==> src/sv/cc8_pkg.sv <==
// shared types and constants for the chacha8 keystream generator
`default_nettype none
package cc8_pkg;
  localparam int RESEED_INTERVAL = 16;
  localparam int DOUBLE_ROUNDS = 4;
  localparam int QR_STEPS = DOUBLE_ROUNDS * 8;
  localparam int QR_CNT_W = $clog2(QR_STEPS + 1);
  localparam int RSD_W = $clog2(RESEED_INTERVAL + 1);

  localparam logic [31:0] SIGMA0 = 32'h61707865;
  localparam logic [31:0] SIGMA1 = 32'h3320646e;
  localparam logic [31:0] SIGMA2 = 32'h79622d32;
  localparam logic [31:0] SIGMA3 = 32'h6b206574;

  localparam logic REQ_RAW = 1'b0;
  localparam logic REQ_BOUNDED = 1'b1;

  localparam logic [1:0] CFG_KEY01 = 2'd0;
  localparam logic [1:0] CFG_KEY23 = 2'd1;
  localparam logic [1:0] CFG_KEY45 = 2'd2;
  localparam logic [1:0] CFG_KEY67 = 2'd3;

  // request and result payloads as carried on the two channels
  typedef struct packed {
    logic        req_type;
    logic [63:0] range_low;
    logic [63:0] range_high;
  } rng_request_t;

  typedef struct packed {
    logic [31:0] rand_word;
    logic [63:0] bounded_value;
    logic        empty_range;
  } rng_result_t;

  typedef enum logic [2:0] {
    ST_IDLE,
    ST_ROUND,
    ST_FINISH,
    ST_TAKE,
    ST_DIV,
    ST_OUT
  } state_t;

  // controller to datapath
  typedef struct packed {
    logic capture;     // latch request fields
    logic blk_start;   // load round state from key and counter
    logic qr_step;     // run one quarter round
    logic blk_finish;  // add input back, update counters
    logic take_word;   // consume the next buffered word
    logic div_start;   // start the remainder unit
    logic out_load;    // fill output register
  } cmd_t;

  // datapath to controller
  typedef struct packed {
    logic need_refill;
    logic rounds_done;
    logic empty;
    logic full_span;
    logic div_done;
    logic is_bounded;
  } stat_t;

  function automatic logic [31:0] rotl(input logic [31:0] x, input int n);
    rotl = (x << n) | (x >> (32 - n));
  endfunction
endpackage
`default_nettype wire

==> src/sv/cc8_datapath.sv <==
// keystream state, chacha quarter-round unit and remainder unit
`default_nettype none
module cc8_datapath (
  input  wire logic          clk,
  input  wire logic          rst_n,
  input  wire logic          reload,
  input  wire logic [255:0]  key_init,
  input  wire cc8_pkg::cmd_t cmd,
  input  wire logic          req_type,
  input  wire logic [63:0]   range_low,
  input  wire logic [63:0]   range_high,
  output cc8_pkg::stat_t     stat,
  output logic [31:0]        word,
  output logic [63:0]        bounded,
  output logic               empty_flag
);
  logic [31:0] key_r [8];
  logic [31:0] blk_r [16];
  logic [31:0] w_r [16];
  logic [3:0]  ctr_r;
  logic [4:0]  ridx_r;
  logic        half_r;
  logic [cc8_pkg::RSD_W-1:0] rsd_r;
  logic [cc8_pkg::QR_CNT_W-1:0] qr_r;
  logic        type_r;
  logic [63:0] lo_r, span_r;
  logic        empty_r;
  logic [31:0] word_r;
  // remainder unit: restoring, one bit a cycle
  logic [63:0] rem_r;
  logic [31:0] quo_bits_r;
  logic [5:0]  dcnt_r;
  logic        dbusy_r;

  logic [63:0] span_c;
  logic [4:0]  usable;
  logic [31:0] init_w [16];
  logic [3:0]  qa, qb, qc, qd;
  logic [31:0] a1, d1, c1, b1, a2, d2, c2, b2;
  logic [2:0]  qsel;
  logic [64:0] rem_sh;
  logic [31:0] new_blk [16];
  logic [cc8_pkg::RSD_W-1:0] rsd_dec;

  assign span_c = range_high - range_low + 64'd1;
  assign usable = half_r ? 5'd8 : 5'd16;

  always_comb begin
    init_w[0] = cc8_pkg::SIGMA0;
    init_w[1] = cc8_pkg::SIGMA1;
    init_w[2] = cc8_pkg::SIGMA2;
    init_w[3] = cc8_pkg::SIGMA3;
    for (int i = 0; i < 8; i++) init_w[4+i] = key_r[i];
    init_w[12] = {28'd0, ctr_r};
    init_w[13] = '0; init_w[14] = '0; init_w[15] = '0;
    for (int i = 0; i < 16; i++) new_blk[i] = w_r[i] + init_w[i];
  end

  // quarter-round index selection: column then diagonal
  assign qsel = qr_r[2:0];
  always_comb begin
    case (qsel)
      3'd0: begin qa = 4'd0; qb = 4'd4; qc = 4'd8;  qd = 4'd12; end
      3'd1: begin qa = 4'd1; qb = 4'd5; qc = 4'd9;  qd = 4'd13; end
      3'd2: begin qa = 4'd2; qb = 4'd6; qc = 4'd10; qd = 4'd14; end
      3'd3: begin qa = 4'd3; qb = 4'd7; qc = 4'd11; qd = 4'd15; end
      3'd4: begin qa = 4'd0; qb = 4'd5; qc = 4'd10; qd = 4'd15; end
      3'd5: begin qa = 4'd1; qb = 4'd6; qc = 4'd11; qd = 4'd12; end
      3'd6: begin qa = 4'd2; qb = 4'd7; qc = 4'd8;  qd = 4'd13; end
      default: begin qa = 4'd3; qb = 4'd4; qc = 4'd9; qd = 4'd14; end
    endcase
    a1 = w_r[qa] + w_r[qb];
    d1 = cc8_pkg::rotl(w_r[qd] ^ a1, 16);
    c1 = w_r[qc] + d1;
    b1 = cc8_pkg::rotl(w_r[qb] ^ c1, 12);
    a2 = a1 + b1;
    d2 = cc8_pkg::rotl(d1 ^ a2, 8);
    c2 = c1 + d2;
    b2 = cc8_pkg::rotl(b1 ^ c2, 7);
  end

  assign rsd_dec = rsd_r - 1'b1;
  assign rem_sh = {rem_r, quo_bits_r[31]};

  always_ff @(posedge clk) begin
    if (!rst_n || reload) begin
      for (int i = 0; i < 8; i++) key_r[i] <= key_init[32*i +: 32];
      ctr_r <= '0;
      ridx_r <= 5'd16;
      half_r <= 1'b0;
      rsd_r <= cc8_pkg::RSD_W'(cc8_pkg::RESEED_INTERVAL);
      qr_r <= '0;
      dbusy_r <= 1'b0;
      dcnt_r <= '0;
    end else begin
      if (cmd.blk_start) begin
        for (int i = 0; i < 16; i++) w_r[i] <= init_w[i];
        qr_r <= '0;
      end
      if (cmd.qr_step) begin
        w_r[qa] <= a2; w_r[qb] <= b2; w_r[qc] <= c2; w_r[qd] <= d2;
        qr_r <= qr_r + 1'b1;
      end
      if (cmd.blk_finish) begin
        for (int i = 0; i < 16; i++) blk_r[i] <= new_blk[i];
        ridx_r <= '0;
        if (rsd_dec == '0) begin
          for (int i = 0; i < 8; i++) key_r[i] <= new_blk[8+i];
          half_r <= 1'b1;
          ctr_r <= '0;
          rsd_r <= cc8_pkg::RSD_W'(cc8_pkg::RESEED_INTERVAL);
        end else begin
          half_r <= 1'b0;
          ctr_r <= ctr_r + 1'b1;
          rsd_r <= rsd_dec;
        end
      end
      if (cmd.take_word) ridx_r <= ridx_r + 1'b1;
      if (cmd.div_start) begin
        dbusy_r <= 1'b1;
        dcnt_r <= '0;
      end else if (dbusy_r) begin
        dcnt_r <= dcnt_r + 1'b1;
        if (dcnt_r == 6'd31) dbusy_r <= 1'b0;
      end
    end
  end

  // payload registers
  always_ff @(posedge clk) begin
    if (cmd.capture) begin
      type_r <= req_type;
      lo_r <= range_low;
      span_r <= span_c;
      empty_r <= ($signed(range_low) > $signed(range_high));
      word_r <= '0;
    end
    if (cmd.take_word) begin
      word_r <= blk_r[ridx_r[3:0]];
      quo_bits_r <= blk_r[ridx_r[3:0]];
      rem_r <= '0;
    end else if (dbusy_r) begin
      quo_bits_r <= {quo_bits_r[30:0], 1'b0};
      if (rem_sh >= {1'b0, span_r}) rem_r <= 64'(rem_sh - {1'b0, span_r});
      else rem_r <= rem_sh[63:0];
    end
  end

  always_comb begin
    stat.need_refill = (ridx_r >= usable);
    stat.rounds_done = (qr_r == cc8_pkg::QR_CNT_W'(cc8_pkg::QR_STEPS));
    stat.empty = empty_r;
    stat.full_span = (span_r == '0);
    stat.div_done = dbusy_r && (dcnt_r == 6'd31);
    stat.is_bounded = (type_r == cc8_pkg::REQ_BOUNDED);
  end

  always_comb begin
    word = '0;
    bounded = '0;
    empty_flag = 1'b0;
    if (type_r == cc8_pkg::REQ_RAW) word = word_r;
    else if (empty_r) empty_flag = 1'b1;
    else begin
      word = word_r;
      bounded = (span_r == '0) ? lo_r + {32'd0, word_r} : lo_r + rem_r;
    end
  end
endmodule
`default_nettype wire

==> config.mk <==
export PLATFORM = sky130hd
export DESIGN_NAME = cc8_datapath
export DESIGN_NICKNAME = d
export VERILOG_FILES = /design/src/sv/cc8_pkg.sv /design/src/sv/cc8_datapath.sv
export SDC_FILE = /design/constraint.sdc
export NUM_CORES = 2
export LEC_CHECK = 0
export BUFFER_PORTS_ARGS = -buffer_cell sky130_fd_sc_hd__buf_2
export CORE_ASPECT_RATIO = 1.1
export CORE_UTILIZATION = 45
export DETAILED_ROUTE_END_ITERATION = 10
export SYNTH_ARGS = -nofsm -noshare
export SYNTH_HDL_FRONTEND = slang
export SYNTH_SLANG_ARGS = --single-unit
==> constraint.sdc <==
create_clock -name clk -period 49.8 [get_ports clk]
set_input_delay 9.96 -clock clk [delete_from_list [all_inputs] [get_ports clk]]
set_output_delay 9.96 -clock clk [all_outputs]
set_load 0.01 [all_outputs]
# Word level (Yosys, flattened, before mapping)
# Memories as Yosys holds them, arrays and structs flattened. A register that Yosys moved wholly into a read port is not among the register bits.
# Cells that the tools add are included.
[classes] div=0 n_shift=0 order_cmp=3 n_bitwise=16 n_mux=51 eq_ne=8 n_reduce_logical=23 n_mul=0 addsub=27
[ops] cell="two-way mux 32 bit" n=14
[ops] cell="adder 32 bit" n=12
[ops] cell="two-way mux 64 bit" n=4
[ops] cell="subtractor 64 bit" n=2
[ops] cell="bitwise XOR 32 bit" n=4
[ops] cell="adder 32 x 31 -> 32 bit, second input constant" n=3
[ops] cell=">= comparator 65 x 64 -> 1 bit" n=1
[ops] cell="adder 64 x 1 -> 64 bit, second input constant" n=1
[ops] cell="adder 64 x 32 -> 64 bit" n=1
[ops] cell="adder 64 bit" n=1
[ops] cell="greater-than comparator 64 bit" n=1
[ops] cell="zero test 64 bit" n=1
[ops] cell="adder 32 x 30 -> 32 bit, second input constant" n=1
[ops] cell="adder 32 x 4 -> 32 bit" n=1
[ops] cell="OR 32 x 12 -> 32 bit" n=1
[ops] cell="OR 32 x 16 -> 32 bit" n=1
[ops] cell="OR 32 x 7 -> 32 bit" n=1
[ops] cell="OR 32 x 8 -> 32 bit" n=1
[ops] cell="OR reduction 2 bit" n=13
[ops] cell="one-hot mux 2 bit (3 select lines)" n=4
[ops] cell="two-way mux 1 bit" n=20
[ops] cell="two-way mux 5 bit" n=4
[ops] cell="adder 6 x 1 -> 6 bit, second input constant" n=2
[ops] cell="two-way mux 4 bit" n=3
[ops] cell="other kinds (17)" n=31
[totals] n_memories=3 latch_bits=0 out_inout_bits=103 regBits=286 elab_cells=145 ram_bits=1280 inputBits=395 rom_bits=0
[mem_list] name="blk_r" depth=16 word_bits=32 rd=1 rd_clocked_by_memory_dff=1 wr=16 line_no="cc8_datapath.sv:18" rtl="logic [31:0] blk_r [16];"
[mem_list] name="w_r" depth=16 word_bits=32 rd=20 rd_clocked_by_memory_dff=0 wr=20 line_no="cc8_datapath.sv:19" rtl="logic [31:0] w_r [16];"
[mem_list] name="key_r" depth=8 word_bits=32 rd=8 rd_clocked_by_memory_dff=0 wr=8 line_no="cc8_datapath.sv:17" rtl="logic [31:0] key_r [8];"

# Logic depth before layout (Yosys ltp)
# An unclocked memory read counts as a cell.
[logic_depth] word_depth=16 ltp_mapped=73 depth_no_buf=69

# Worst setup path before layout
# No wires, ideal clock.
[synth_path] path_kind="input -> register" from="input rst_n" to="memory key_r[3][4] (netlist: key_r[0][100]) (data pin)" required_time_ps=49540 path_slack_ps=24398 t_arrival_ps=25142 cell_stages=7 path_buffers=3 setup_time_ps=260 path_cell_list="nor2b_1 > clkbuf_1 > and2_1 > nand2_1 > clkbuf_1 > clkbuf_1 > mux2_2"
[synth_rtl] element="from (decl)" line_no="cc8_datapath.sv:5" rtl="input wire logic rst_n,"
[synth_rtl] element="to (decl)" line_no="cc8_datapath.sv:17"

==> summary.md <==
| Metric | Value |
|---|---|
| Final Hold Viols | `0` |
| Initial core utilization | `0.452` |
| Die span in x | `446 um` |
| Initial DRT Pass Iterations | `6` |
| Buffers on Ports | `496` |
| Post-Syn Area | `97,700 um2` |
| Register-to-Register Path Depth | `64` |
| Die Footprint | `219,000 um2` |
| Startpoint types | `register` |
| Reg2Reg Launch Point | `qr_r[0]` |
| DR vias | `74,700` |
| Setup_tns | `0 ns` |
| WP data arrival | `20.80 ns` |
| Final setup vio count | `0` |
| Root buf cell | `clkbuf_16` |
| CP max stage delay | `0.97 ns` |
| Clk slew on worst S/H paths | `0.06 ns` |
| Yosys reg bits | `1,570` |
| Setup crit end | `w_r[5][5]` |
| Kind of critical path | `register to register` |
| Synth async-reset ratio | `0` |
| Final wirelength | `374 mm` |
| Clock Skews | `0.0505 ns` |
| RSZ-0062 raised after global routing | `no` |
| CTS buffer count | `171` |
| CTS tree | `yes` |
| Final period util | `0.406` |
| NumNets Final | `10,500` |
| Worst-Skew Late Latency | `0.87 ns` |
| Setup Fix Bufs, Post-CTS | `0` |
| Starting DRC count in detailed routing | `8,170` |
| Max Fclk | `49.4 MHz` |
| Worst R2R End | `w_r[5][5]` |
| Crit-path max FO | `36` |
| Final ANT Viol Nets | `0` |
| First-pass GRT wire length | `521 mm` |
| EDFF count, synth | `1,474` |
| Max Cap Violations | `0` |
| IO Pins | `498` |
| Vias in the first global route | `72,000` |
| Tot GR Track Use | `0.335` |
| Synthesized Nets | `10,000` |
| DIE HEIGHT | `491 um` |
| Gate Count Post-Synth | `8,911` |
| Fin crit period | `20.24 ns` |
| Top FF cell, synth | `edfxtp_1` |
| DRC | `0` |
| Clock tree buffer depth | `3` |
| YS warnings | `0` |
| Share of layout cells above drive strength 1 | `0.152` |
| Routed WL per cell | `30.1 um` |
| Final HPWL DP | `299 mm` |
| Post-synth cell types | `118` |
| H-tree depth | `4` |
| Core area | `216,000 um2` |
| Sequential area share after synthesis | `0.473` |
| Grt ovf | `0` |
| GPL Wtd Cong | `1.01` |
| Num rows | `179` |
| Via/cell ratio | `6.01` |
| Outcome | `finished, final reports clean` |
| Commonest cells after routing, fill and taps aside | `1,474 x edfxtp_1, 859 x nand2_1, 800 x nor2_1` |
| Worst hold path class | `register to register` |
| Commonest non-fill, non-tap cell in the layout | `edfxtp_1` |
| Initial antenna violation count | `22` |
| Area delta synth->final | `12.0%` |
| WP data required | `50.36 ns` |
| Slowest CP cell | `dfxtp_1` |
| Crit path launch | `qr_r[0]` |
| Worst rel slew slack | `0.100` |
| Syn Area/Cell | `11.0 um2` |
| Flop-to-flop setup slack | `29.56 ns` |
| CTS sink cnt | `1,570` |
| Hold_buf cts | `0` |
| Worst slew pin tran | `1.34 ns` |
| Slew Limit Fails | `0` |
| Largest net degree at the start of global routing | `76` |
| Post-cts resize count | `0` |
| Worst setup EP type | `register` |
## synthesized netlist by cell type (18+ instances only)
cell type / instances / area [um2]
buf_1: 37 / 139
dfxtp_1: 96 / 1920
nor3_1: 109 / 546
o21a_1: 79 / 593
nor2_1: 805 / 3020
ha_1: 708 / 8860
nor4_1: 34 / 213
nor2b_1: 135 / 845
and3_1: 68 / 425
inv_1: 457 / 1720
xor2_1: 330 / 2890
nand3_1: 133 / 666
clkbuf_1: 257 / 965
xnor2_1: 417 / 3650
mux2i_1: 72 / 721
mux2_2: 217 / 2440
o21ai_0: 555 / 2780
a41oi_1: 18 / 158
o31ai_1: 29 / 218
o221a_2: 29 / 327
nand4_1: 74 / 463
and2_1: 94 / 588
o21ai_1: 30 / 150
nand2_1: 869 / 3260
a31oi_1: 39 / 244
nand2b_1: 99 / 619
a21boi_0: 30 / 225
a21o_1: 314 / 2360
or3_1: 39 / 244
mux4_2: 216 / 4860
o21bai_1: 69 / 518
a211oi_1: 116 / 871
a21oi_1: 522 / 2610
edfxtp_1: 1474 / 44300
## worst min-delay path by stage
stage | from | endpoint | slack [ns] | cells past startpoint
after floorplan | w_r[3][1] | blk_r[3][1] | 0.42 | 0
after global placement | w_r[3][1] | blk_r[3][1] | 0.43 | 0
after detailed placement | w_r[14][18] | blk_r[14][18] | 0.44 | 0
after CTS | w_r[3][1] | blk_r[3][1] | 0.45 | 0
after global routing | w_r[3][1] | blk_r[3][1] | 0.46 | 0
final | w_r[3][1] | blk_r[3][1] | 0.45 | 0
## critical path, delay by kind of cell (launching register included)
| family | cells | cell delay, ns |
|---|---|---|
| AO/OA/AOI/OAI | 34 | 8.40 |
| XOR/XNOR | 8 | 4.84 |
| adder cells (fa/ha/maj) | 5 | 2.16 |
| AND/OR/NAND/NOR | 11 | 1.69 |
| buffers and inverters | 5 | 1.17 |
| flip-flops | 1 | 0.97 |
| multiplexers | 1 | 0.55 |
## per-layer routing
layer,track usage,vias up,share of wire
met3,0.0386,529,0.071
met1,0.444,37100,0.41
met4,0.153,4,0.051
met5,0,-,0.000096
li1,-,33700,-
met2,0.551,3327,0.47
## metrics by stage
stage	util	cell area, um2	setup slack [ns]	hold WS, ns	std cells
after floorplan	-	97700	24.40	0.421	8911
after global placement	0.480	104000	29.93	0.432	12100
after detailed placement	0.480	104000	29.92	0.437	12100
after CTS	0.506	109000	29.87	0.446	12400
after global routing	0.506	109000	29.11	0.460	12400
final	0.507	109000	29.56	0.449	12400
## registers in the layout (all words and copies together) (netlist names), 32 cells and up, named ones only
| name | count |
|---|---|
| blk_r | 512 |
| key_r | 256 |
| lo_r | 64 |
| quo_bits_r | 32 |
| rem_r | 64 |
| span_r | 64 |
| w_r | 512 |
| word_r | 32 |
## cells by family after synthesis
logic type      count (synthesis)  share of synthesized area
mux                           508                     0.0828
flops                        1570                      0.473
fa+ha+maj                     726                     0.0942
simple gates                 2549                      0.119
compound gates               2031                      0.132
xor+xnor                      758                     0.0691
buf+inv                       769                     0.0302
## layout make-up
cell class / instances / area [um2]
fill: 19400 / 107000
multi-input combinational: 6572 / 48800
sequential: 1570 / 46200
clock buffer: 209 / 4500
tap: 2896 / 3620
timing repair buffer: 609 / 3350
inverter: 459 / 1720
clock inverter: 112 / 1280
antenna: 8 / 20.0
Power is not shown: default switching activity piles up to over one toggle a cycle in this logic, so the estimate is an artifact.
