## src/sv/cc8_pkg.sv

```systemverilog
// shared types and constants for the chacha8 keystream generator
`default_nettype none
package cc8_pkg;
  localparam int RESEED_INTERVAL = 16;
  localparam int DOUBLE_ROUNDS = 4;
  localparam int QR_STEPS = DOUBLE_ROUNDS * 8;
  localparam int QR_CNT_W = $clog2(QR_STEPS + 1);
  localparam int RSD_W = $clog2(RESEED_INTERVAL + 1);

  localparam logic [31:0] SIGMA0 = 32'h61707865;
  localparam logic [31:0] SIGMA1 = 32'h3320646e;
  localparam logic [31:0] SIGMA2 = 32'h79622d32;
  localparam logic [31:0] SIGMA3 = 32'h6b206574;

  localparam logic REQ_RAW = 1'b0;
  localparam logic REQ_BOUNDED = 1'b1;

  localparam logic [1:0] CFG_KEY01 = 2'd0;
  localparam logic [1:0] CFG_KEY23 = 2'd1;
  localparam logic [1:0] CFG_KEY45 = 2'd2;
  localparam logic [1:0] CFG_KEY67 = 2'd3;

  // request and result payloads as carried on the two channels
  typedef struct packed {
    logic        req_type;
    logic [63:0] range_low;
    logic [63:0] range_high;
  } rng_request_t;

  typedef struct packed {
    logic [31:0] rand_word;
    logic [63:0] bounded_value;
    logic        empty_range;
  } rng_result_t;

  typedef enum logic [2:0] {
    ST_IDLE,
    ST_ROUND,
    ST_FINISH,
    ST_TAKE,
    ST_DIV,
    ST_OUT
  } state_t;

  // controller to datapath
  typedef struct packed {
    logic capture;     // latch request fields
    logic blk_start;   // load round state from key and counter
    logic qr_step;     // run one quarter round
    logic blk_finish;  // add input back, update counters
    logic take_word;   // consume the next buffered word
    logic div_start;   // start the remainder unit
    logic out_load;    // fill output register
  } cmd_t;

  // datapath to controller
  typedef struct packed {
    logic need_refill;
    logic rounds_done;
    logic empty;
    logic full_span;
    logic div_done;
    logic is_bounded;
  } stat_t;

  function automatic logic [31:0] rotl(input logic [31:0] x, input int n);
    rotl = (x << n) | (x >> (32 - n));
  endfunction
endpackage
`default_nettype wire

```

## src/sv/cc8_ctrl.sv

```systemverilog
// controller state machine sequencing refill, remainder and output
`default_nettype none
module cc8_ctrl (
  input  wire logic           clk,
  input  wire logic           rst_n,
  input  wire logic           reload,
  input  wire logic           in_fire,
  input  wire logic           out_free,
  input  wire cc8_pkg::stat_t stat,
  output cc8_pkg::cmd_t       cmd,
  output logic                busy
);
  cc8_pkg::state_t state_r, state_nxt;

  always_ff @(posedge clk) begin
    if (!rst_n || reload) state_r <= cc8_pkg::ST_IDLE;
    else state_r <= state_nxt;
  end

  always_comb begin
    state_nxt = state_r;
    case (state_r)
      cc8_pkg::ST_IDLE: if (in_fire) state_nxt = cc8_pkg::ST_TAKE;
      cc8_pkg::ST_TAKE: begin
        if (stat.is_bounded && stat.empty) state_nxt = cc8_pkg::ST_OUT;
        else if (stat.need_refill) state_nxt = cc8_pkg::ST_ROUND;
        else if (stat.is_bounded && !stat.full_span) state_nxt = cc8_pkg::ST_DIV;
        else state_nxt = cc8_pkg::ST_OUT;
      end
      cc8_pkg::ST_ROUND: if (stat.rounds_done) state_nxt = cc8_pkg::ST_FINISH;
      cc8_pkg::ST_FINISH: state_nxt = cc8_pkg::ST_TAKE;
      cc8_pkg::ST_DIV: if (stat.div_done) state_nxt = cc8_pkg::ST_OUT;
      cc8_pkg::ST_OUT: if (out_free) state_nxt = cc8_pkg::ST_IDLE;
      default: state_nxt = cc8_pkg::ST_IDLE;
    endcase
  end

  always_comb begin
    cmd = '0;
    busy = (state_r != cc8_pkg::ST_IDLE);
    case (state_r)
      cc8_pkg::ST_IDLE: cmd.capture = in_fire;
      cc8_pkg::ST_TAKE: begin
        if (!(stat.is_bounded && stat.empty)) begin
          if (stat.need_refill) cmd.blk_start = 1'b1;
          else begin
            cmd.take_word = 1'b1;
            cmd.div_start = stat.is_bounded && !stat.full_span;
          end
        end
      end
      cc8_pkg::ST_ROUND: cmd.qr_step = !stat.rounds_done;
      cc8_pkg::ST_FINISH: cmd.blk_finish = 1'b1;
      cc8_pkg::ST_DIV: cmd.out_load = 1'b0;
      cc8_pkg::ST_OUT: cmd.out_load = out_free;
      default: cmd = '0;
    endcase
  end
endmodule
`default_nettype wire

```

## config.mk

```make
export PLATFORM = sky130hd
export DESIGN_NAME = cc8_ctrl
export DESIGN_NICKNAME = d
export VERILOG_FILES = /design/src/sv/cc8_pkg.sv /design/src/sv/cc8_ctrl.sv
export SDC_FILE = /design/constraint.sdc
export NUM_CORES = 1
export LEC_CHECK = 0
export ABC_AREA = 1
export BUFFER_PORTS_ARGS = -buffer_cell sky130_fd_sc_hd__buf_2
export CAP_MARGIN = 20
export CORE_AREA = 2 2 39 41
export CTS_CLUSTER_DIAMETER = 60
export DETAILED_ROUTE_END_ITERATION = 8
export DIE_AREA = 0 0 41 43
export HOLD_SLACK_MARGIN = 0.12
export PLACE_DENSITY = 0.53
export SYNTH_ARGS = -nofsm -noshare
export SYNTH_HDL_FRONTEND = slang
export SYNTH_SLANG_ARGS = --single-unit
```

## constraint.sdc

```tcl
create_clock -name clk -period 1.16 [get_ports clk]
set_clock_uncertainty 0.15 [all_clocks]
set_input_delay 0.116 -clock clk [delete_from_list [all_inputs] [get_ports clk]]
set_output_delay 0.116 -clock clk [all_outputs]
set_load 0.01 [all_outputs]
```

Word-level counts from Yosys, hierarchy flattened --
Index checks and enable logic that the tools add are counted.
Word-level totals: bits in registers 3, bits in latches 0, RAM bits 0, ROM bits 0, bits of input ports 11, output and inout port bits 8, logic and storage cells 37, memories 0
Cells by class: $add $sub $neg 0, $mul 0, divide/modulo/power cells 0, order comparisons 0, eq/ne operators 9, shift-type cells 0, muxes and demuxes 18, bitwise operators 0, reductions and logical operators 9
Operator list (number):
- 2-to-1 mux 3 bit | 6
- case mux 3 bit (6 select lines) | 1
- 2-to-1 mux 1 bit | 8
- != test 2 bit, second input constant | 4
- == test 3 x 2 -> 1 bit, second input constant | 2
- == test 3 bit, second input constant | 2
- 2-to-1 mux 2 bit | 3
- AND reduction 4 bit | 1
- == test 3 x 1 -> 1 bit, second input constant | 1
- logical NOT 1 bit | 3
- logical NOT 3 bit | 1
- nonzero test 3 bit | 1
- logical AND 1 bit | 2
- logical OR 1 bit | 1

Depth between registers and ports, before layout --
Gate-level depths: netlist of run 1.
depth in word-level cells 6, depth in mapped cells 8, mapped depth without buffers 8

Least setup slack after synthesis of run 1 --
OpenSTA, ideal clock, no wires.
path type register to register, start point register state_r[2], end point register state_r[2], setup time 114 ps, arrival time 899 ps, data required time 896 ps, setup slack -3 ps, cell stages (with the launch flop) 8, buffers on the path 0, clock period less this slack 1163 ps, cell sequence dfxtp_1 -> inv_2 -> nand3_2 -> nand2_2 -> nor2_4 -> nand2_1 -> nand2_1 -> nor2_2
Between the ends: cells in the longest elaborated chain, start to end 3, elaborated cells on any way between the ends 12, classes of those cells eq/ne: 9; mux: 1; reduce/logical: 2
RTL lines:
- start, declared | RTL line cc8_ctrl.sv:13 | cc8_pkg::state_t state_r, state_nxt;
- start signal, assigned | RTL line cc8_ctrl.sv:16 | if (!rst_n || reload) state_r <= cc8_pkg::ST_IDLE;
- start signal, assigned | RTL line cc8_ctrl.sv:17 | else state_r <= state_nxt;
- == test 3 x 1 -> 1 bit (tied with other cells) | RTL line cc8_ctrl.sv:22 | case (state_r)
- != test 2 bit (no source line)
- AND reduction 4 bit (no source line)
Parallel ways exist; a longest one is shown, timed or not. A chain may end at the register's enable or synchronous reset.

==> metrics.txt, run 1 <==
RSZ-0062 raised after global routing true; vias per inst 4.06; critical path, cell by cell nor2_1 -> nand3_1 -> buf_4 -> inv_2 -> buf_6; CP max FO 6; placed wire-length estimate 593 µm; Tot GR Track Use 0.0982; startpoint types flop; Syn Area/Cell 5.37 µm²; Setup crit end kind primary output; H-tree Lvls 1; Core Rows 14; Biggest register state_r; Largest regs state_r x3; port bufs 18; Routed WL 804 µm; post-synthesis register bit count 3; total of max-cap violations 0; Cell variety after synth 14; clk slew on worst S/H paths 30 ps; Crit path largest cell delay 380 ps; Initial Util 0.213; CTS Sinks 3; hold crit path type primary input to flop; fin util 0.411; Fmax achieved 753 MHz; crit path buf inv count 3; worst skew pair latency 230 ps; via count 414; CTS Buf Count 3; vias in the first global route approximately 320; drt initial violations 3; Critical Path AT 1060 ps; sequential cell area fraction in the yosys report 0.203; Clock Path Buffers 2; count of non-filler cells in the finished layout approximately 100; clock root cell clkbuf_4; placed insts 91; crit path max-delay cell type dfxtp_4; delay-heaviest family, CP flip-flops; P per Cell Area ~870 nW/µm²; CORE AREA about 1400 µm²; NumNets Final 98; max reg flops 3; mapped cell area just under 300 µm²; share of cells above drive strength 1 0.535; pre-CTS WS -93.8 ps; violated checks setup timing; Max IR drop VDD 0.458 mV; final worst path period share 1.14; run status finished with violations; antenna violations before repair 0; DRC violations left 0; die area 1760 µm²; fin crit period 1330 ps; worst reg-to-reg setup slack -110 ps; number of fillers in the final layout 151; final hold violations 0; P_leak between 0.3 and 0.4 nW; ANT nets after route 0; CTS tree yes; grt ovf 0; first-pass GRT wire length 1.15 mm; RePlAce Congestion just over 0.7; Crit Path Class flop to primary output; final setup margin -167 ps; drt pass-1 iters 4; post-route cell area ~570 µm²; Slew Viols, Final 0; syn_nets 66; Routed WL per cell 7.88 µm; Cells after Synth 55; number of diodes 0; Post-DP Area 422 µm²; Worst Tran Pin Value 195 ps; I/O pin count 19; Area Growth Syn to Fin 92.8%; Die Span Y roughly 43 µm; Die Width just over 40 µm; Ys Warns 0; WP data required 890 ps; Final Setup Violations 10; Slew HR 0.869; largest net degree at the start of global routing 8
where the power goes:
group | switching, W | internal (W) | leakage [nW]
sequential | 0.0000217 | 0.000111 | 0.0267
clock | 0.0000485 | 0.000129 | 0.0150
combinational | 0.0000911 | 0.0000963 | 0.280
total | 0.000161 | 0.000336 | 0.322
cell usage in the layout (no fill, tap or decap), drive strengths merged:
cell type    instances
dlygate4sd3          2
nand4                1
buf                 25
dfxtp                3
a21oi                2
clkbuf               4
nand2               17
inv                 12
o21ai                1
o21bai               1
nor2                14
nand3                4
area by class of cell:
cell class	count	area, µm²	area share
Multi-Input combinational cell	40	223	0.391
Timing Repair Buffer	27	179	0.314
Sequential cell	3	71.3	0.125
Inverter	12	50.0	0.0879
Clock buffer	4	26.3	0.0462
Tap cell	16	20.0	0.0352
worst reg2reg max path, cell delays in order (launching register included):
cell     delay, ps
dfxtp_4        380
inv_1           80
nand3_1        100
buf_4          120
nand2_2         60
nor2_4         120
nand2_1         60
nand2_1         70
nor2_2          30
cell families (layout without fill, tap and decap cells):
family / count (synthesis) / after routing / synth area share
and+or+nand+nor: 36 / 36 / 0.568
DFF: 3 / 3 / 0.203
buffers and inverters: 12 / 43 / 0.153
AOI/OAI and AO/OA: 4 / 4 / 0.0763
final timing paths:
check                to        from  cells after the start
max              cmd[4]  state_r[2]                      5
min reg2reg  state_r[2]  state_r[2]                      2
min          state_r[1]     stat[1]                      7
max reg2reg  state_r[2]  state_r[1]                      8
routing by layer:
layer | share of wire | vias up | wire [µm] | GRT usage
met5 | 0 | - | 0 | 0
met3 | 0.086 | 0 | 69 | 0.0471
li1 | - | 228 | - | -
met2 | 0.46 | 15 | 370 | 0.153
met4 | 0 | 0 | 0 | 0.0600
met1 | 0.45 | 171 | 365 | 0.0990
what timing repair did:
action                                 CTS  global route
pin swaps                                4             2
endpoints found under the hold margin    3             0
setup endpoints to repair               11            11
setup buffers                            4             2
hold buffers                             2             0
resized for setup                       12             8
metrics by stage:
step                TNS [ps]  hold slack (ps)  total power [W]
finish                 -1100              223         0.000498
global route           -1990              240         0.000542
CTS                    -1160              219         0.000485
detailed placement      -247              246         0.000268
global placement        -161              241         0.000267
floorplan                  0              135         0.000218
synthesized netlist by cell type, drive strengths merged:
| library cell | number | share of area |
|---|---|---|
| nor2 | 14 | 0.23 |
| a21oi | 2 | 0.034 |
| nand4 | 1 | 0.021 |
| inv | 12 | 0.15 |
| nand2 | 17 | 0.23 |
| o21ai | 1 | 0.017 |
| o21bai | 1 | 0.025 |
| dfxtp | 3 | 0.20 |
| nand3 | 4 | 0.085 |
Power figures use the tool's default switching activity.
==> run 2, diff against run 1 <==
Settings changed: REMOVE_ABC_BUFFERS set to 1.
==> run 2 against run 1 <==
Net effect:
- clock-buffer cell count is the same
- the flow still finishes with violations (setup timing)
- sequential share of layout area is 1.4 points lower
- clock power increased by 2%
- cell area is 13% higher
==> metrics.txt, run 2 (synthesized netlist as in run 1, its figures left out) <==
run status finished with violations; violated checks setup timing; Slew Viols, Final 0 (unchanged); via count 430 (+3.9%); Tot GR Track Use 0.111 (+0.0131); hold crit path type primary input to flop; drt initial violations 2 (-1); largest net degree at the start of global routing 7 (-1); first-pass GRT wire length 1.30 mm (+13%); fin crit period 1310 ps (-14.4 ps); total of max-cap violations 0 (unchanged); Die Width 41 µm (unchanged); crit path buf inv count 2 (-1); number of fillers in the final layout 151 (unchanged); worst hold path startpoint stat[1]; Critical Path AT 1050 ps (about the same); RePlAce Congestion 0.695 (-3.5%); Tot Pwr 0.000535 W (+7.5%); placed insts 94 (+3.3%); CTS Buf Count 3 (unchanged); Slew HR 0.837 (-0.0326); delay-heaviest family, CP flip-flops; critical path, cell by cell nand2_4 -> nor2_4 -> inv_2 -> nor2_1 -> buf_2; Routed WL per cell 8.58 µm (+8.9%); worst skew pair latency 230 ps (about the same); Setup crit end kind primary output; final hold violations 0 (unchanged); max reg flops 3 (unchanged); clk slew on worst S/H paths 30 ps (about the same); ANT nets after route 0 (unchanged); Post-DP Area 443 µm² (+5.0%); P per Cell Area 833 nW/µm² (-4.7%); port bufs 18 (unchanged); CTS Sinks 3 (unchanged); P_leak 0.359 nW (+12%); Biggest register state_r; vias in the first global route 379 (+19%); post-route cell area 642 µm² (+13%); Routed WL 910 µm (+13%); worst reg-to-reg setup slack -110 ps (about the same); vias per inst 4.06 (about the same); DRC violations left 0 (unchanged); CORE AREA 1380 µm² (unchanged); H-tree Lvls 1 (unchanged); die area 1760 µm² (unchanged); Crit path depth 5 (unchanged); crit path max-delay cell type dfxtp_4; CTS tree yes; Core Rows 14 (unchanged); antenna violations before repair 0 (unchanged); Worst Setup EP cmd[5]; CP max FO 4 (-2); final worst path period share 1.13 (-0.0124); Max IR drop VDD 0.583 mV (+27%); grt ovf 0 (unchanged); Worst Tran Pin Value 244 ps (+48.7 ps); I/O pin count 19 (unchanged); Initial Util 0.213 (unchanged); Largest regs state_r x3; Die Span Y 43 µm (unchanged); startpoint types flop; drt pass-1 iters 2 (-2); worst r2r path cells 7 (-1); count of non-filler cells in the finished layout 106 (+3.9%); RSZ-0062 raised after global routing true; fin util 0.464 (+0.0524); Crit Path Class flop to primary output; share of cells above drive strength 1 0.622 (+0.0873); final setup margin -153 ps (+14.4 ps); Fmax achieved 762 MHz (+1.1%); Area Growth Syn to Fin 117%; number of diodes 0 (unchanged); placed wire-length estimate 608 µm (+2.4%); hold slack 220 ps (-3.54 ps); Crit Reg-Reg Startpoint state_r[0]; Reg2Reg Capture Point state_r[2]; Final Setup Violations 11 (+1); commonest non-fill, non-tap cell in the layout buf_2; Clock Path Buffers 2 (unchanged); Worst setup startpoint state_r[1]; Crit path largest cell delay 400 ps (+20 ps); NumNets Final 102 (+4.1%); clock root cell clkbuf_4; WP data required 890 ps (about the same); commonest cells after routing, fill and taps aside buf_2, nand2_1, inv_1
==> run 2: changes by cell type in the layout (fill, tap and decap cells not counted), sizes merged <==
cell / delta
buf: +4
==> run 2: how the worst min path moves through the flow <==
stage	to	slack (ps)	cells after the start
6_report	state_r[1]	220	7
3_5_place_dp	state_r[0]	240	4
3_3_place_gp	state_r[0]	240	4
5_1_grt	state_r[1]	260	7
4_1_cts	state_r[1]	220	7
2_1_floorplan	state_r[0]	140	3
==> run 2: through the flow <==
step	TNS [ps]	setup slack [ps]
after global routing	-2020	-262
after detailed placement	-280	-92.7
after CTS	-1180	-172
after floorplan	-2.58	-2.58
final	-1230	-153
after global placement	-240	-91.4
==> run 2: worst register-to-register path: stages (launching register included) <==
cell     delay, ps
dfxtp_4        370
buf_4          140
nand4_1        130
nand2_4         70
nor2_4         130
nand2_1         70
nand2_1         70
nor2_2          30
==> run 2: layout make-up <==
| type | instances | area (µm²) | area share |
|---|---|---|---|
| tap | 16 | 20.0 | 0.0312 |
| multi-input combinational | 40 | 254 | 0.396 |
| inverter | 12 | 50.0 | 0.0780 |
| sequential | 3 | 71.3 | 0.111 |
| clock buffer | 4 | 26.3 | 0.0409 |
| timing repair buffer | 31 | 220 | 0.343 |
==> run 2: per-layer routing <==
| metal | routed length, µm | GRT usage | part of all wire |
|---|---|---|---|
| met1 | 349 | 0.0929 | 0.38 |
| met2 | 504 | 0.200 | 0.55 |
| met3 | 57 | 0.0628 | 0.063 |
| met4 | 0 | 0.0400 | 0 |
| met5 | 0 | 0 | 0 |
==> run 2: power breakdown <==
group	leakage, nW	switching [W]	internal (W)
clock network	0.0150	0.0000519	0.000129
logic	0.317	0.000107	0.000113
registers	0.0267	0.0000231	0.000111
==> run 2: timing repair <==
item / in CTS / in global routing
cloned: 0 / 0
endpoints found under the hold margin: 3 / 0
buffers inserted: 4 / 2
pin swaps: 4 / 2
hold buffers: 2 / 0
endpoints found under the setup margin: 11 / 11
resized for setup: 26 / 9
==> run 3, diff against run 2 <==
Settings changed: SKIP_CTS_REPAIR_TIMING set to 1.
==> run 3 against run 2 <==
Net effect:
- sequential share of layout area grew 1.7 points
- hold slack lost 210 ps
- wire length shrank 7.8%
- clock power is essentially flat
- the run still ends with setup timing left
- critical endpoint unchanged
- total power shrank 8.0%
- combinational power shrank 18%
==> metrics.txt, run 3 (synthesized netlist as in run 1, its figures left out) <==
Routed WL per cell 8.39 µm (-2.3%); clock root cell clkbuf_4; Biggest register state_r; final hold violations 0 (unchanged); Crit Path Class flop to primary output; Largest regs state_r x3; largest net degree at the start of global routing 8 (+1); DRC violations left 0 (unchanged); Core Rows 14 (unchanged); max reg flops 3 (unchanged); post-route cell area 557 µm² (-13%); drt pass-1 iters 2 (unchanged); run status finished with violations; Tot Pwr 0.000492 W (-8.0%); drt initial violations 1 (-1); CTS Sinks 3 (unchanged); commonest non-fill, non-tap cell in the layout buf_2; clk slew on worst S/H paths 40 ps (about the same); CORE AREA 1380 µm² (unchanged); Tot GR Track Use 0.0953 (-0.0160); total of max-cap violations 0 (unchanged); CTS Buf Count 3 (unchanged); Hold Path Sink state_r[0]; number of diodes 0 (unchanged); Routed WL 839 µm (-7.8%); violated checks setup timing; met2 routed WL 448 µm (-11%); commonest cells after routing, fill and taps aside buf_2, nand2_1, nor2_1; antenna violations before repair 0 (unchanged); P_leak 0.315 nW (-12%); hold crit path type primary input to flop; fin crit period 1330 ps (+16.7 ps); Final Setup Violations 11 (unchanged); Max IR drop VDD 0.572 mV (-1.9%); share of cells above drive strength 1 0.607 (-0.0151); Die Width 41 µm (unchanged); Slew HR 0.838 (+0.00137); Post-DP Area 443 µm² (unchanged); CP max FO 6 (+2); port bufs 18 (unchanged); RePlAce Congestion 0.695 (unchanged); final worst path period share 1.15 (+0.0144); Area Growth Syn to Fin 88.6%; Fmax achieved 752 MHz (-1.3%); M1 WL 331 µm (-5.2%); grt ovf 0 (unchanged); Clock Path Buffers 2 (unchanged); Reg2Reg Capture Point state_r[2]; ANT nets after route 0 (unchanged); DR WL met3 59 µm (+3.5%); startpoint types flop; placed wire-length estimate 608 µm (unchanged); uppermost routed layer met3; P per Cell Area 884 nW/µm² (+6.0%); Worst Tran Pin Value 242 ps (-2.05 ps); WP data required 890 ps (about the same); Die Span Y 43 µm (unchanged); I/O pin count 19 (unchanged); RSZ-0062 raised after global routing true; die area 1760 µm² (unchanged); Critical Path AT 1060 ps (about the same); Setup crit end kind primary output; Initial Util 0.213 (unchanged); Slew Viols, Final 0 (unchanged); worst r2r path cells 7 (unchanged); hold path depth 4 (-3); vias in the first global route 320 (-16%); Crit Reg-Reg Startpoint state_r[0]; CTS tree yes; first-pass GRT wire length 1.11 mm (-15%); final setup margin -170 ps (-16.7 ps); NumNets Final 96 (-5.9%); H-tree Lvls 1 (unchanged); worst hold path startpoint reload; worst skew pair latency 230 ps (about the same); worst reg-to-reg setup slack -80 ps (+30 ps); via count 407 (-5.3%); vias per inst 4.07 (+0.33%)
==> run 3: cell types whose count changed in the layout (fill, tap and decap cells not counted), sizes merged <==
cell,change
dlygate4sd3,-2
buf,-4
==> run 3: power by group <==
group	total, W	internal [W]	switching (W)
clock	0.000181	0.000129	0.0000521
sequential	0.000131	0.000111	0.0000195
combinational	0.000180	0.0000846	0.0000957
==> run 3: per-layer routing <==
metal | track usage | vias up
li1 | - | 222
met1 | 0.0962 | 172
met2 | 0.147 | 13
met3 | 0.0628 | 0
met4 | 0.0400 | 0
met5 | 0 | -
==> run 3: worst max-delay path by stage <==
stage,start,to,slack [ps],cells past startpoint
after floorplan,state_r[2],state_r[2],-3,7
after global placement,state_r[2],state_r[2],-90,6
after detailed placement,state_r[2],state_r[2],-90,6
after CTS,state_r[0],cmd[2],-300,5
after global routing,state_r[0],cmd[1],-260,5
final,state_r[2],cmd[5],-170,5
==> run 3: worst max-delay path, cell delays in order, from the launching register on <==
cell and delay [ps]:
dfxtp_4 360, buf_6 120, nor2_4 100, inv_2 40
nor2_1 80, buf_2 130
==> run 3: cell type report <==
cell class                 count  area (µm²)
clock buffer                   4        26.3
inverter                      12        45.0
fill                         163         827
multi-input combinational     40         234
sequential                     3        71.3
tap                           16        20.0
timing repair buffer          25         160
==> run 3: metrics by stage <==
| stage | std cells | setup TNS [ps] | setup slack (ps) | hold slack [ps] | utilization |
|---|---|---|---|---|---|
| final | 100 | -1200 | -170 | 10.0 | 0.402 |
| after global routing | 100 | -2000 | -256 | 22.0 | 0.402 |
| after CTS | 98 | -2120 | -303 | -7.04 | 0.339 |
| after detailed placement | 94 | -280 | -92.7 | 241 | 0.320 |
| after global placement | 94 | -240 | -91.4 | 240 | 0.320 |
| after floorplan | 55 | -2.58 | -2.58 | 135 | - |
